--- config.mk ---
export PLATFORM = sky130hd
export DESIGN_NAME = binary_to_intel_hex_records
export DESIGN_NICKNAME = d
export VERILOG_FILES = /design/src/rtl/core/ihex_pkg.sv /design/src/rtl/core/ihex_front.sv /design/src/rtl/core/ihex_cmd_fifo.sv /design/src/rtl/core/ihex_back.sv /design/src/rtl/core/binary_to_intel_hex_records.sv
export SDC_FILE = /design/constraint.sdc
export NUM_CORES = 1
export LEC_CHECK = 0
export BUFFER_PORTS_ARGS = -buffer_cell sky130_fd_sc_hd__buf_2
export CORE_MARGIN = 3
export CORE_UTILIZATION = 50
export CTS_CLUSTER_SIZE = 28
export DETAILED_ROUTE_END_ITERATION = 8
export PLACE_DENSITY = 0.73
export SYNTH_ARGS = -nofsm -noshare
export SYNTH_HDL_FRONTEND = slang
export SYNTH_SLANG_ARGS = --single-unit
--- constraint.sdc ---
create_clock -name clk -period 5.35 [get_ports clk]
set_input_delay 0.2675 -clock clk [delete_from_list [all_inputs] [get_ports clk]]
set_output_delay 0.2675 -clock clk [all_outputs]
set_load 0.03 [all_outputs]
--- src/rtl/core/ihex_pkg.sv ---
// Shared constants, command word type and a hex digit helper for the Intel HEX encoder.
package ihex_pkg;

  // Data bytes gathered into one record
  localparam int RECORD_BYTES = 16;
  // Fill count width (holds RECORD_BYTES itself) and buffer index width
  localparam int CNT_W = $clog2(RECORD_BYTES + 1);
  localparam int IDX_W = (RECORD_BYTES > 1) ? $clog2(RECORD_BYTES) : 1;
  // Character sequencer counter: covers 2*RECORD_BYTES digits and 16-char records
  localparam int SEQ_W = (CNT_W + 1 > 4) ? CNT_W + 1 : 4;

  // Command queue depth between front and back
  localparam int QDEPTH = 4;
  localparam int QPTR_W = $clog2(QDEPTH);

  // Request codes
  localparam logic REQ_DATA = 1'b0;
  localparam logic REQ_END  = 1'b1;

  // Sum of count, address and type bytes of an extended linear address record
  localparam logic [7:0] EXT_HDR_SUM = 8'h06;

  // ASCII characters
  localparam logic [6:0] CH_COLON = 7'h3A;
  localparam logic [6:0] CH_ZERO  = 7'h30;
  localparam logic [6:0] CH_ONE   = 7'h31;
  localparam logic [6:0] CH_TWO   = 7'h32;
  localparam logic [6:0] CH_FOUR  = 7'h34;
  localparam logic [6:0] CH_F     = 7'h46;
  localparam logic [6:0] CH_NL    = 7'h0A;

  // Work handed from front to back for one accepted item
  typedef struct packed {
    logic             is_end;   // end marker
    logic [7:0]       data;     // data byte to store
    logic [IDX_W-1:0] idx;      // buffer slot of the data byte
    logic             ext;      // extended linear address record due
    logic [15:0]      hi;       // upper address bits for the type-04 record
    logic [7:0]       ext_ck;   // type-04 checksum
    logic             flush;    // emit a data record
    logic [CNT_W-1:0] n;        // byte count of that record
    logic [15:0]      lo;       // low address bits of that record
    logic [7:0]       rec_ck;   // data record checksum
  } cmd_t;

  // Uppercase hex digit
  function automatic logic [6:0] hex_char(input logic [3:0] d);
    logic [6:0] c;
    if (d < 4'd10) begin
      c = CH_ZERO + 7'(d);
    end else begin
      c = 7'h41 + 7'(d - 4'd10);
    end
    return c;
  endfunction

endpackage

--- src/rtl/core/ihex_front.sv ---
// Front end: accepts items, tracks address, fill and sum, and issues command words.
module ihex_front (
  input  logic              clk,
  input  logic              rst,
  input  logic              push,
  input  logic              req_type,
  input  logic [7:0]        data_byte,
  output logic              full,
  input  logic              cfg_valid,
  output logic              cfg_ready,
  input  logic [31:0]       cfg_data,
  input  logic              q_full,
  output logic              q_wr,
  output ihex_pkg::cmd_t    q_wdata
);
  import ihex_pkg::*;

  logic [31:0]      base_addr;
  logic [31:0]      addr;
  logic [CNT_W-1:0] fill;
  logic [7:0]       sum;

  logic [CNT_W-1:0] fill_next;
  logic [7:0]       sum_next;
  logic             rec_full;
  logic [CNT_W-1:0] rec_n;
  logic [7:0]       rec_sum;

  assign full      = q_full;
  assign cfg_ready = 1'b1;
  assign q_wr      = push && !q_full;

  // Classify the item and build its command word
  always_comb begin
    fill_next = fill + CNT_W'(1);
    sum_next  = sum + data_byte;
    rec_full  = (fill_next >= CNT_W'(RECORD_BYTES));
    rec_n     = (req_type == REQ_END) ? fill : fill_next;
    rec_sum   = (req_type == REQ_END) ? sum : sum_next;

    q_wdata.is_end = (req_type == REQ_END);
    q_wdata.data   = data_byte;
    q_wdata.idx    = fill[IDX_W-1:0];
    q_wdata.ext    = (req_type == REQ_DATA) && (fill == '0) && (addr[15:0] == 16'h0000);
    q_wdata.hi     = addr[31:16];
    q_wdata.ext_ck = 8'h00 - (EXT_HDR_SUM + addr[31:24] + addr[23:16]);
    q_wdata.flush  = (req_type == REQ_END) ? (fill != '0) : rec_full;
    q_wdata.n      = rec_n;
    q_wdata.lo     = addr[15:0];
    q_wdata.rec_ck = 8'h00 - (8'(rec_n) + addr[7:0] + addr[15:8] + rec_sum);
  end

  // Hold stream state; restart on config write or end marker
  always_ff @(posedge clk) begin
    if (rst) begin
      base_addr <= '0;
      addr      <= '0;
      fill      <= '0;
      sum       <= '0;
    end else if (cfg_valid && cfg_ready) begin
      base_addr <= cfg_data;
      addr      <= cfg_data;
      fill      <= '0;
      sum       <= '0;
    end else if (q_wr) begin
      if (req_type == REQ_END) begin
        addr <= base_addr;
        fill <= '0;
        sum  <= '0;
      end else if (rec_full) begin
        addr <= addr + 32'(fill_next);
        fill <= '0;
        sum  <= '0;
      end else begin
        fill <= fill_next;
        sum  <= sum_next;
      end
    end
  end

endmodule

--- src/rtl/core/ihex_cmd_fifo.sv ---
// Short command queue between front and back.
module ihex_cmd_fifo (
  input  logic            clk,
  input  logic            rst,
  input  logic            wr,
  input  ihex_pkg::cmd_t  wdata,
  output logic            full,
  input  logic            rd,
  output ihex_pkg::cmd_t  rdata,
  output logic            empty
);
  import ihex_pkg::*;

  cmd_t              mem [QDEPTH];
  logic [QPTR_W-1:0] wptr;
  logic [QPTR_W-1:0] rptr;
  logic [QPTR_W:0]   count;

  assign full  = (count == (QPTR_W + 1)'(QDEPTH));
  assign empty = (count == '0);
  assign rdata = mem[rptr];

  // Store words
  always_ff @(posedge clk) begin
    if (wr && !full) begin
      mem[wptr] <= wdata;
    end
  end

  // Advance pointers and count
  always_ff @(posedge clk) begin
    if (rst) begin
      wptr  <= '0;
      rptr  <= '0;
      count <= '0;
    end else begin
      if (wr && !full) begin
        wptr <= wptr + QPTR_W'(1);
      end
      if (rd && !empty) begin
        rptr <= rptr + QPTR_W'(1);
      end
      if ((wr && !full) && !(rd && !empty)) begin
        count <= count + (QPTR_W + 1)'(1);
      end else if (!(wr && !full) && (rd && !empty)) begin
        count <= count - (QPTR_W + 1)'(1);
      end
    end
  end

endmodule

--- src/rtl/core/ihex_back.sv ---
// Back end: stores record bytes and sequences the record text one character at a time.
module ihex_back (
  input  logic              clk,
  input  logic              rst,
  input  logic              q_empty,
  input  ihex_pkg::cmd_t    q_rdata,
  output logic              q_rd,
  output logic              empty,
  input  logic              pop,
  output logic [6:0]        text_char,
  output logic              last_of_run
);
  import ihex_pkg::*;

  localparam logic [2:0] ST_IDLE = 3'd0;
  localparam logic [2:0] ST_EXT  = 3'd1;
  localparam logic [2:0] ST_HEAD = 3'd2;
  localparam logic [2:0] ST_DATA = 3'd3;
  localparam logic [2:0] ST_TAIL = 3'd4;
  localparam logic [2:0] ST_END  = 3'd5;

  logic [2:0]       state;
  logic [SEQ_W-1:0] cnt;
  cmd_t             cur;
  logic [7:0]       rec_buf [RECORD_BYTES];

  logic             out_valid;
  logic [6:0]       ch;
  logic             ch_last;
  logic             phase_done;
  logic             adv;
  logic [7:0]       buf_byte;

  assign empty = !out_valid;
  assign q_rd  = (state == ST_IDLE) && !q_empty;
  assign adv   = (state != ST_IDLE) && (!out_valid || pop);
  assign buf_byte = rec_buf[cnt[IDX_W:1]];

  // Pick the character for the current sequencer position
  always_comb begin
    ch         = CH_NL;
    ch_last    = 1'b0;
    phase_done = 1'b0;
    unique case (state)
      ST_EXT: begin
        unique case (cnt[3:0])
          4'd0:    ch = CH_COLON;
          4'd2:    ch = CH_TWO;
          4'd8:    ch = CH_FOUR;
          4'd9:    ch = hex_char(cur.hi[15:12]);
          4'd10:   ch = hex_char(cur.hi[11:8]);
          4'd11:   ch = hex_char(cur.hi[7:4]);
          4'd12:   ch = hex_char(cur.hi[3:0]);
          4'd13:   ch = hex_char(cur.ext_ck[7:4]);
          4'd14:   ch = hex_char(cur.ext_ck[3:0]);
          4'd15:   ch = CH_NL;
          default: ch = CH_ZERO;
        endcase
        phase_done = (cnt == SEQ_W'(15));
        ch_last    = phase_done && !cur.flush;
      end
      ST_HEAD: begin
        unique case (cnt[3:0])
          4'd0:    ch = CH_COLON;
          4'd1:    ch = hex_char(4'(8'(cur.n) >> 4));
          4'd2:    ch = hex_char(cur.n[3:0]);
          4'd3:    ch = hex_char(cur.lo[15:12]);
          4'd4:    ch = hex_char(cur.lo[11:8]);
          4'd5:    ch = hex_char(cur.lo[7:4]);
          4'd6:    ch = hex_char(cur.lo[3:0]);
          default: ch = CH_ZERO;
        endcase
        phase_done = (cnt == SEQ_W'(8));
      end
      ST_DATA: begin
        ch = cnt[0] ? hex_char(buf_byte[3:0]) : hex_char(buf_byte[7:4]);
        phase_done = cnt[0] && (cnt[CNT_W:1] == (cur.n - CNT_W'(1)));
      end
      ST_TAIL: begin
        unique case (cnt[1:0])
          2'd0:    ch = hex_char(cur.rec_ck[7:4]);
          2'd1:    ch = hex_char(cur.rec_ck[3:0]);
          default: ch = CH_NL;
        endcase
        phase_done = (cnt == SEQ_W'(2));
        ch_last    = phase_done && !cur.is_end;
      end
      ST_END: begin
        unique case (cnt[3:0])
          4'd0:    ch = CH_COLON;
          4'd8:    ch = CH_ONE;
          4'd9:    ch = CH_F;
          4'd10:   ch = CH_F;
          4'd11:   ch = CH_NL;
          default: ch = CH_ZERO;
        endcase
        phase_done = (cnt == SEQ_W'(11));
        ch_last    = phase_done;
      end
      default: begin
        ch = CH_NL;
      end
    endcase
  end

  // Store data bytes as their commands are taken
  always_ff @(posedge clk) begin
    if (q_rd && !q_rdata.is_end) begin
      rec_buf[q_rdata.idx] <= q_rdata.data;
    end
  end

  // Latch the command being worked on
  always_ff @(posedge clk) begin
    if (q_rd) begin
      cur <= q_rdata;
    end
  end

  // Step the sequencer
  always_ff @(posedge clk) begin
    if (rst) begin
      state <= ST_IDLE;
      cnt   <= '0;
    end else if (q_rd) begin
      cnt <= '0;
      priority if (q_rdata.ext) begin
        state <= ST_EXT;
      end else if (q_rdata.flush) begin
        state <= ST_HEAD;
      end else if (q_rdata.is_end) begin
        state <= ST_END;
      end else begin
        state <= ST_IDLE;
      end
    end else if (adv) begin
      if (!phase_done) begin
        cnt <= cnt + SEQ_W'(1);
      end else begin
        cnt <= '0;
        unique case (state)
          ST_EXT:  state <= cur.flush ? ST_HEAD : ST_IDLE;
          ST_HEAD: state <= ST_DATA;
          ST_DATA: state <= ST_TAIL;
          ST_TAIL: state <= cur.is_end ? ST_END : ST_IDLE;
          default: state <= ST_IDLE;
        endcase
      end
    end
  end

  // Output register: load a new character or drop the taken one
  always_ff @(posedge clk) begin
    if (rst) begin
      out_valid <= 1'b0;
    end else if (adv) begin
      out_valid <= 1'b1;
    end else if (pop) begin
      out_valid <= 1'b0;
    end
  end

  always_ff @(posedge clk) begin
    if (adv) begin
      text_char   <= ch;
      last_of_run <= ch_last;
    end
  end

endmodule

--- src/rtl/core/binary_to_intel_hex_records.sv ---
// An item's command word passes the command queue and the back end's command register; its text
// leaves through the output register. Throughput: one character per cycle while pop is high;
// the back end takes a new command only when idle; a full 16-byte record line is 44 characters.
// The character sequencer in the back end sets this rate; a 4-word command queue decouples it.
// Reset (rst, synchronous, active high) clears the load address to 0, empties the queue and
// output register, and restarts the stream at address 0.
module binary_to_intel_hex_records (
  input  logic        clk,
  input  logic        rst,
  input  logic        push,
  output logic        full,
  input  logic        req_type,
  input  logic [7:0]  data_byte,
  output logic        empty,
  input  logic        pop,
  output logic [6:0]  text_char,
  output logic        last_of_run,
  input  logic        cfg_valid,
  output logic        cfg_ready,
  input  logic [31:0] cfg_data
);
  import ihex_pkg::*;

  logic q_full;
  logic q_empty;
  logic q_wr;
  logic q_rd;
  cmd_t q_wdata;
  cmd_t q_rdata;

  // Classify items and issue command words
  ihex_front u_front (
    .clk       (clk),
    .rst       (rst),
    .push      (push),
    .req_type  (req_type),
    .data_byte (data_byte),
    .full      (full),
    .cfg_valid (cfg_valid),
    .cfg_ready (cfg_ready),
    .cfg_data  (cfg_data),
    .q_full    (q_full),
    .q_wr      (q_wr),
    .q_wdata   (q_wdata)
  );

  // Buffer commands between the two sides
  ihex_cmd_fifo u_fifo (
    .clk   (clk),
    .rst   (rst),
    .wr    (q_wr),
    .wdata (q_wdata),
    .full  (q_full),
    .rd    (q_rd),
    .rdata (q_rdata),
    .empty (q_empty)
  );

  // Emit record text
  ihex_back u_back (
    .clk         (clk),
    .rst         (rst),
    .q_empty     (q_empty),
    .q_rdata     (q_rdata),
    .q_rd        (q_rd),
    .empty       (empty),
    .pop         (pop),
    .text_char   (text_char),
    .last_of_run (last_of_run)
  );

endmodule

Word-level counts from Yosys, hierarchy flattened

Memories as Yosys holds them, arrays and structs flattened. A register that Yosys moved wholly into a read port is not among the register bits.
Index checks and enable logic that the tools add are counted.

Output and inout bits: 11
Register bits after elaboration: 157
Word-level logic and storage cells: 227
Memory bits (writable): 400
Memories kept: 2
Input bits: 46

Reductions and logical operators: 41
Magnitude comparators: 17
Bitwise logic cells: 1
Eq/ne operators: 26
Mux-type cells: 57
Add/sub/neg operators: 64

Memory list:

| memory         | words | bits a word | read ports | clocked after memory_dff | write ports | line                | text |
|---|---|---|---|---|---|---|---|
| u_fifo.mem     | 4     | 68          | 1          | 1                        | 1           | ihex_cmd_fifo.sv:14 | `cmd_t mem [QDEPTH];` |
| u_back.rec_buf | 16    | 8           | 1          | 1                        | 1           | ihex_back.sv:25     | `logic [7:0] rec_buf [RECORD_BYTES];` |

Operator list:

| cell                | number |
|---|---|
| $mux 32             | 4 |
| $mux 7              | 17 |
| $add 7x7->7 const A | 16 |
| $add 6x4->7 const A | 15 |
| $sub 4x4->5 const B | 15 |
| $pmux 7 s10         | 1 |
| $lt 4x4->1 const B  | 15 |
| $pmux 7 s7          | 1 |
| $pmux 7 s5          | 1 |
| $add 32x5->32       | 1 |
| $add 8x8->8         | 4 |
| $eq 4x4->1 const B  | 8 |
| $pmux 7 s4          | 1 |
| $mux 3              | 9 |
| $mux 8              | 3 |
| $eq 6x4->1 const B  | 3 |
| $logic_not 16->1    | 1 |
| $sub 1x8->8 const A | 2 |
| $mux 5              | 3 |
| $pmux 7 s2          | 1 |
| $logic_and 1x1->1   | 13 |
| $eq 4x3->1 const B  | 3 |
| $pmux 3 s4          | 1 |
| $reduce_bool 2->1   | 5 |
| 37 further kinds    | 63 |

Depth between registers and ports, before layout

Depth after elaboration: 8
Mapped depth: 19
Mapped depth without buffers: 19

Hierarchy

Synthesis repeated with hierarchy kept, for this count alone.

Cells, all modules: 1,978
Area, all modules: 26,953.4 µm²

Modules (own cells, without submodules):

| module        | area each (µm²) | seq. area each (µm²) | cells an instance | instances |
|---|---|---|---|---|
| ihex_back     | 11,086.9        | 6,015.8              | 893               | 1 |
| ihex_cmd_fifo | 10,293.6        | 8,348.0              | 404               | 1 |
| ihex_front    | 5,572.8         | 1,541.5              | 681               | 1 |

Worst setup path before layout

No wires, ideal clock.

Kind: input -> register
Start: input req_type
End: memory u_fifo.mem[0][7] (netlist name) (data pin)
Library setup time: 274 ps
Stages on the path: 16
Slack: 893 ps
Data arrival time: 4,184 ps
Path buffers: 4
Data required time: 5,076 ps
Cells stage by stage: clkbuf_1 -> clkbuf_1 -> clkbuf_1 -> clkbuf_1 -> mux2_2 -> fa_1 -> fa_1 -> fa_1 -> inv_1 -> ha_1 -> a21o_1 -> a21oi_1 -> o21bai_1 -> a21oi_1 -> xnor2_1 -> xnor2_1

RTL lines:

| element     | line                              | text |
|---|---|---|
| from (decl) | binary_to_intel_hex_records.sv:12 | `input logic req_type,` |
| to (decl)   | ihex_cmd_fifo.sv:14               |  |

==> results.md <==
* Yosys top cell area share at 51.9%
* Crit share post-route at 83.9%
* DRT iter0 DRCs at 1595
* CP Data Arrival Time at 4.87 ns
* Slowest-stage cell, CP: dlygate4sd3_1
* Hold Path Class: in -> reg
* P_leak at 10.4 nW
* Core outline area at 0.0528 sq mm
* First-pass GRT wire length at 93400 um
* Placed Cells at 2657
* Synth Instances at 1989
* Wirelength, routed at 59300 um
* Final nets at 2236
* Sequential share of the synthesized area at 59.4%
* Top cells by area, synth: edfxtp_1 (52%), mux4_2 (7.9%), dfxtp_1 (7.5%), ha_1 (5.2%), nand2_1 (2.4%)
* Top cells by count, synth: edfxtp_1 (463), nand2_1 (169), a21oi_1 (124), inv_1 (114)
* Vias/cell at 5.93
* Main synth FF type: edfxtp_1
* # rows at 84
* Clock sink count at 563
* Hold_ws at 0.0382 ns
* Worst-path cell chain: dlygate4sd3_1, buf_2, ha_1, fa_1, a21o_1, a21oi_1, xnor2_1, o21ai_0, fa_1, fa_1, inv_1, ha_1, ha_1, a21oi_1, o21bai_1, a21oi_1, xnor2_1, xnor2_1
* Worst-Margin Slew at 1.06 ns
* Worst Skew at 0.0157 ns
* Startpoint Class: input port
* I/O Buffers at 55
* Max Cap Violations at 0
* Worst setup EP type: flip-flop
* Grt ovf at 0
* Fillers at 4104
* Clock transition at path regs at 0.06 ns
* IO Pins at 57
* Remaining antenna violation count at 0
* PostCTS Resize Cnt at 0
* Max Fclk at 223 MHz
* CP required at 5.73 ns
* Clock buffer count from CTS at 55
* RePlAce Congestion at 0.914
* Non-filler cells, final at 2795
* Worst vdd ir at 242 uV
* CTS tree: built
* Setup TNS Final at 0 ns
* Initial Util at 50.8%
* Layout cells sized above 1 at 13.7%
* DR pass1 iterations at 5
* Worst-Skew Late Latency at 0.59 ns
* Wirelength per Cell at 21.2 um
* Die Wd at 237 um
* DIE HEIGHT at 237 um
* Area leader, netlist: edfxtp_1
* Outcome: complete, no violations
* # DRC at 0
* Pins over their slew limit at 0
* Full die area at 0.0564 sq mm
* Diodes inserted at 0
* Ys Warns at 0
* CTS root buf: clkbuf_16
* DP HPWL at 40000 um
* Area Overhead vs Synth at 11.2%
* Async set-or-reset flop fraction in the synthesized netlist at 0%
* Final number of hold-violating endpoints at 0
* Syn nets at 2162
* Crit path kind: in -> reg
* Total GRT Usage at 21.1%
* # setup viols final at 0
* Crit path max fanout at 5
* Tmin final at 4.49 ns
* Initial antenna violation count at 0
* Number of global-route vias before repair at 16.6k
* H-Tree Depth at 2
* Area occupied by multi-input gates at 0.0100 sq mm
* Syn_area_per_cell at 13.5 sq um
* Vias at 16.6k
* Largest net degree at the start of global routing at 69
* Unrepaired setup endpoints after global routing: false
* Slew headroom at 29.6%
* FF+latch count, synth at 563
* EDFF count, synth at 463
* FF+latch area at 0.0159 sq mm
* Clock Path Buffers at 3
* Synth Cell Area at 0.0268 sq mm
* Yosys cell types at 85
* PwrDens at 480 mW/mm^2
* Slowest stage delay, CP at 0.53 ns
* Most common cell in the netlist: edfxtp_1
## cell type report
| cell class | count | share of cell area, % |
|---|---|---|
| Timing Repair Buffer | 119 | 2.85 |
| Clock buffer | 73 | 4.99 |
| Tap cell | 688 | 2.89 |
| Multi-Input combinational cell | 1207 | 33.6 |
| Clock inverter | 28 | 0.802 |
| Inverter | 117 | 1.47 |
| Sequential cell | 563 | 53.4 |
## worst max-delay path, delay by kind of cell
kind,cells,cell delay [ns]
adder cells (fa/ha/maj),6,2.24
XOR/XNOR,3,0.52
AO/OA/AOI/OAI,6,1.12
buffers and inverters,3,0.72
## cell usage in the layout, fill, tap and decap left out, types with 11 or more instances in the layout
cell type	n
a211oi_1	18
a21o_1	12
a21oi_1	124
a22oi_1	14
a31oi_1	12
buf_2	55
buf_4	27
clkbuf_1	16
clkbuf_16	57
clkinv_1	11
dfxtp_1	97
dlygate4sd3_1	37
edfxtp_1	463
fa_1	16
ha_1	111
inv_1	113
mux2i_1	36
mux4_2	94
nand2_1	169
nand2b_1	13
nand3_1	46
nand3b_1	14
nand4_1	15
nor2_1	111
nor3_1	17
nor4_1	15
o211ai_1	19
o21ai_0	53
o22ai_1	23
xnor2_1	64
xor2_1	42
## layer usage
layer / GRT usage, % / vias to the layer above / routed length (um)
li1: - / 7687 / -
met1: 28.6 / 8278 / 25500
met2: 35.5 / 522 / 29300
met3: 3.14 / 96 / 3110
met4: 6.54 / 0 / 1430
met5: 0 / - / 0
## what timing repair did
item | 4_1_cts | 5_1_grt
endpoints found under the hold margin | 87 | 0
setup buffers | 0 | 0
hold buffers | 37 | 0
## flip-flops by register name (all words and copies together), names as in the netlist, named ones only
| signal | cells |
|---|---|
| u_back.out_valid | 1 |
| u_back.rec_buf | 128 |
| u_fifo.mem | 272 |
| u_front.sum | 8 |
| u_back.cur | 55 |
| u_fifo.rptr | 2 |
| u_back.text_char | 7 |
| u_front.fill | 5 |
| u_fifo.count | 3 |
| u_back.state | 3 |
| u_back.last_of_run | 1 |
| u_front.addr | 32 |
| u_back.cnt | 6 |
| u_front.base_addr | 32 |
| u_fifo.wptr | 2 |
## final timing paths
path	end	startpoint	slack [ns]	depth (start not counted)
max	u_fifo.mem[3][7]	data_byte[0]	0.86	18
min	u_front.base_addr[29]	cfg_data[29]	0.04	3
max reg2reg	u_fifo.mem[3][7]	u_front.sum[0]	0.91	16
min reg2reg	u_front.base_addr[27]	u_front.base_addr[27]	0.47	2
## logic make-up after synthesis
kind of cell / Yosys count / synth area share (%)
buffers and inverters: 219 / 3.29
xor gates and xnor gates: 107 / 3.53
AOI/OAI and AO/OA: 373 / 9.31
and+or+nand+nor: 458 / 8.05
muxes: 141 / 10.0
other: 1 / 0.0140
adders and majority gates: 127 / 6.38
DFF: 563 / 59.4
## through the flow
step	power [W]	util [%]	setup WS, ns	instance area (sq um)
6_report	0.0143	56.5	0.863	29800
5_1_grt	0.0151	56.5	0.546	29800
4_1_cts	0.0144	56.5	0.933	29800
3_5_place_dp	0.0107	52.5	0.852	27700
3_3_place_gp	0.0104	52.5	0.909	27700
2_1_floorplan	0.00945	-	0.893	26800
## report_power, final
group | switching [W] | internal [W]
registers | 0.000505 | 0.00577
clock network | 0.00159 | 0.00210
logic | 0.00255 | 0.00178
total | 0.00465 | 0.00965
No activity file was read; power rests on OpenSTA's default activity.
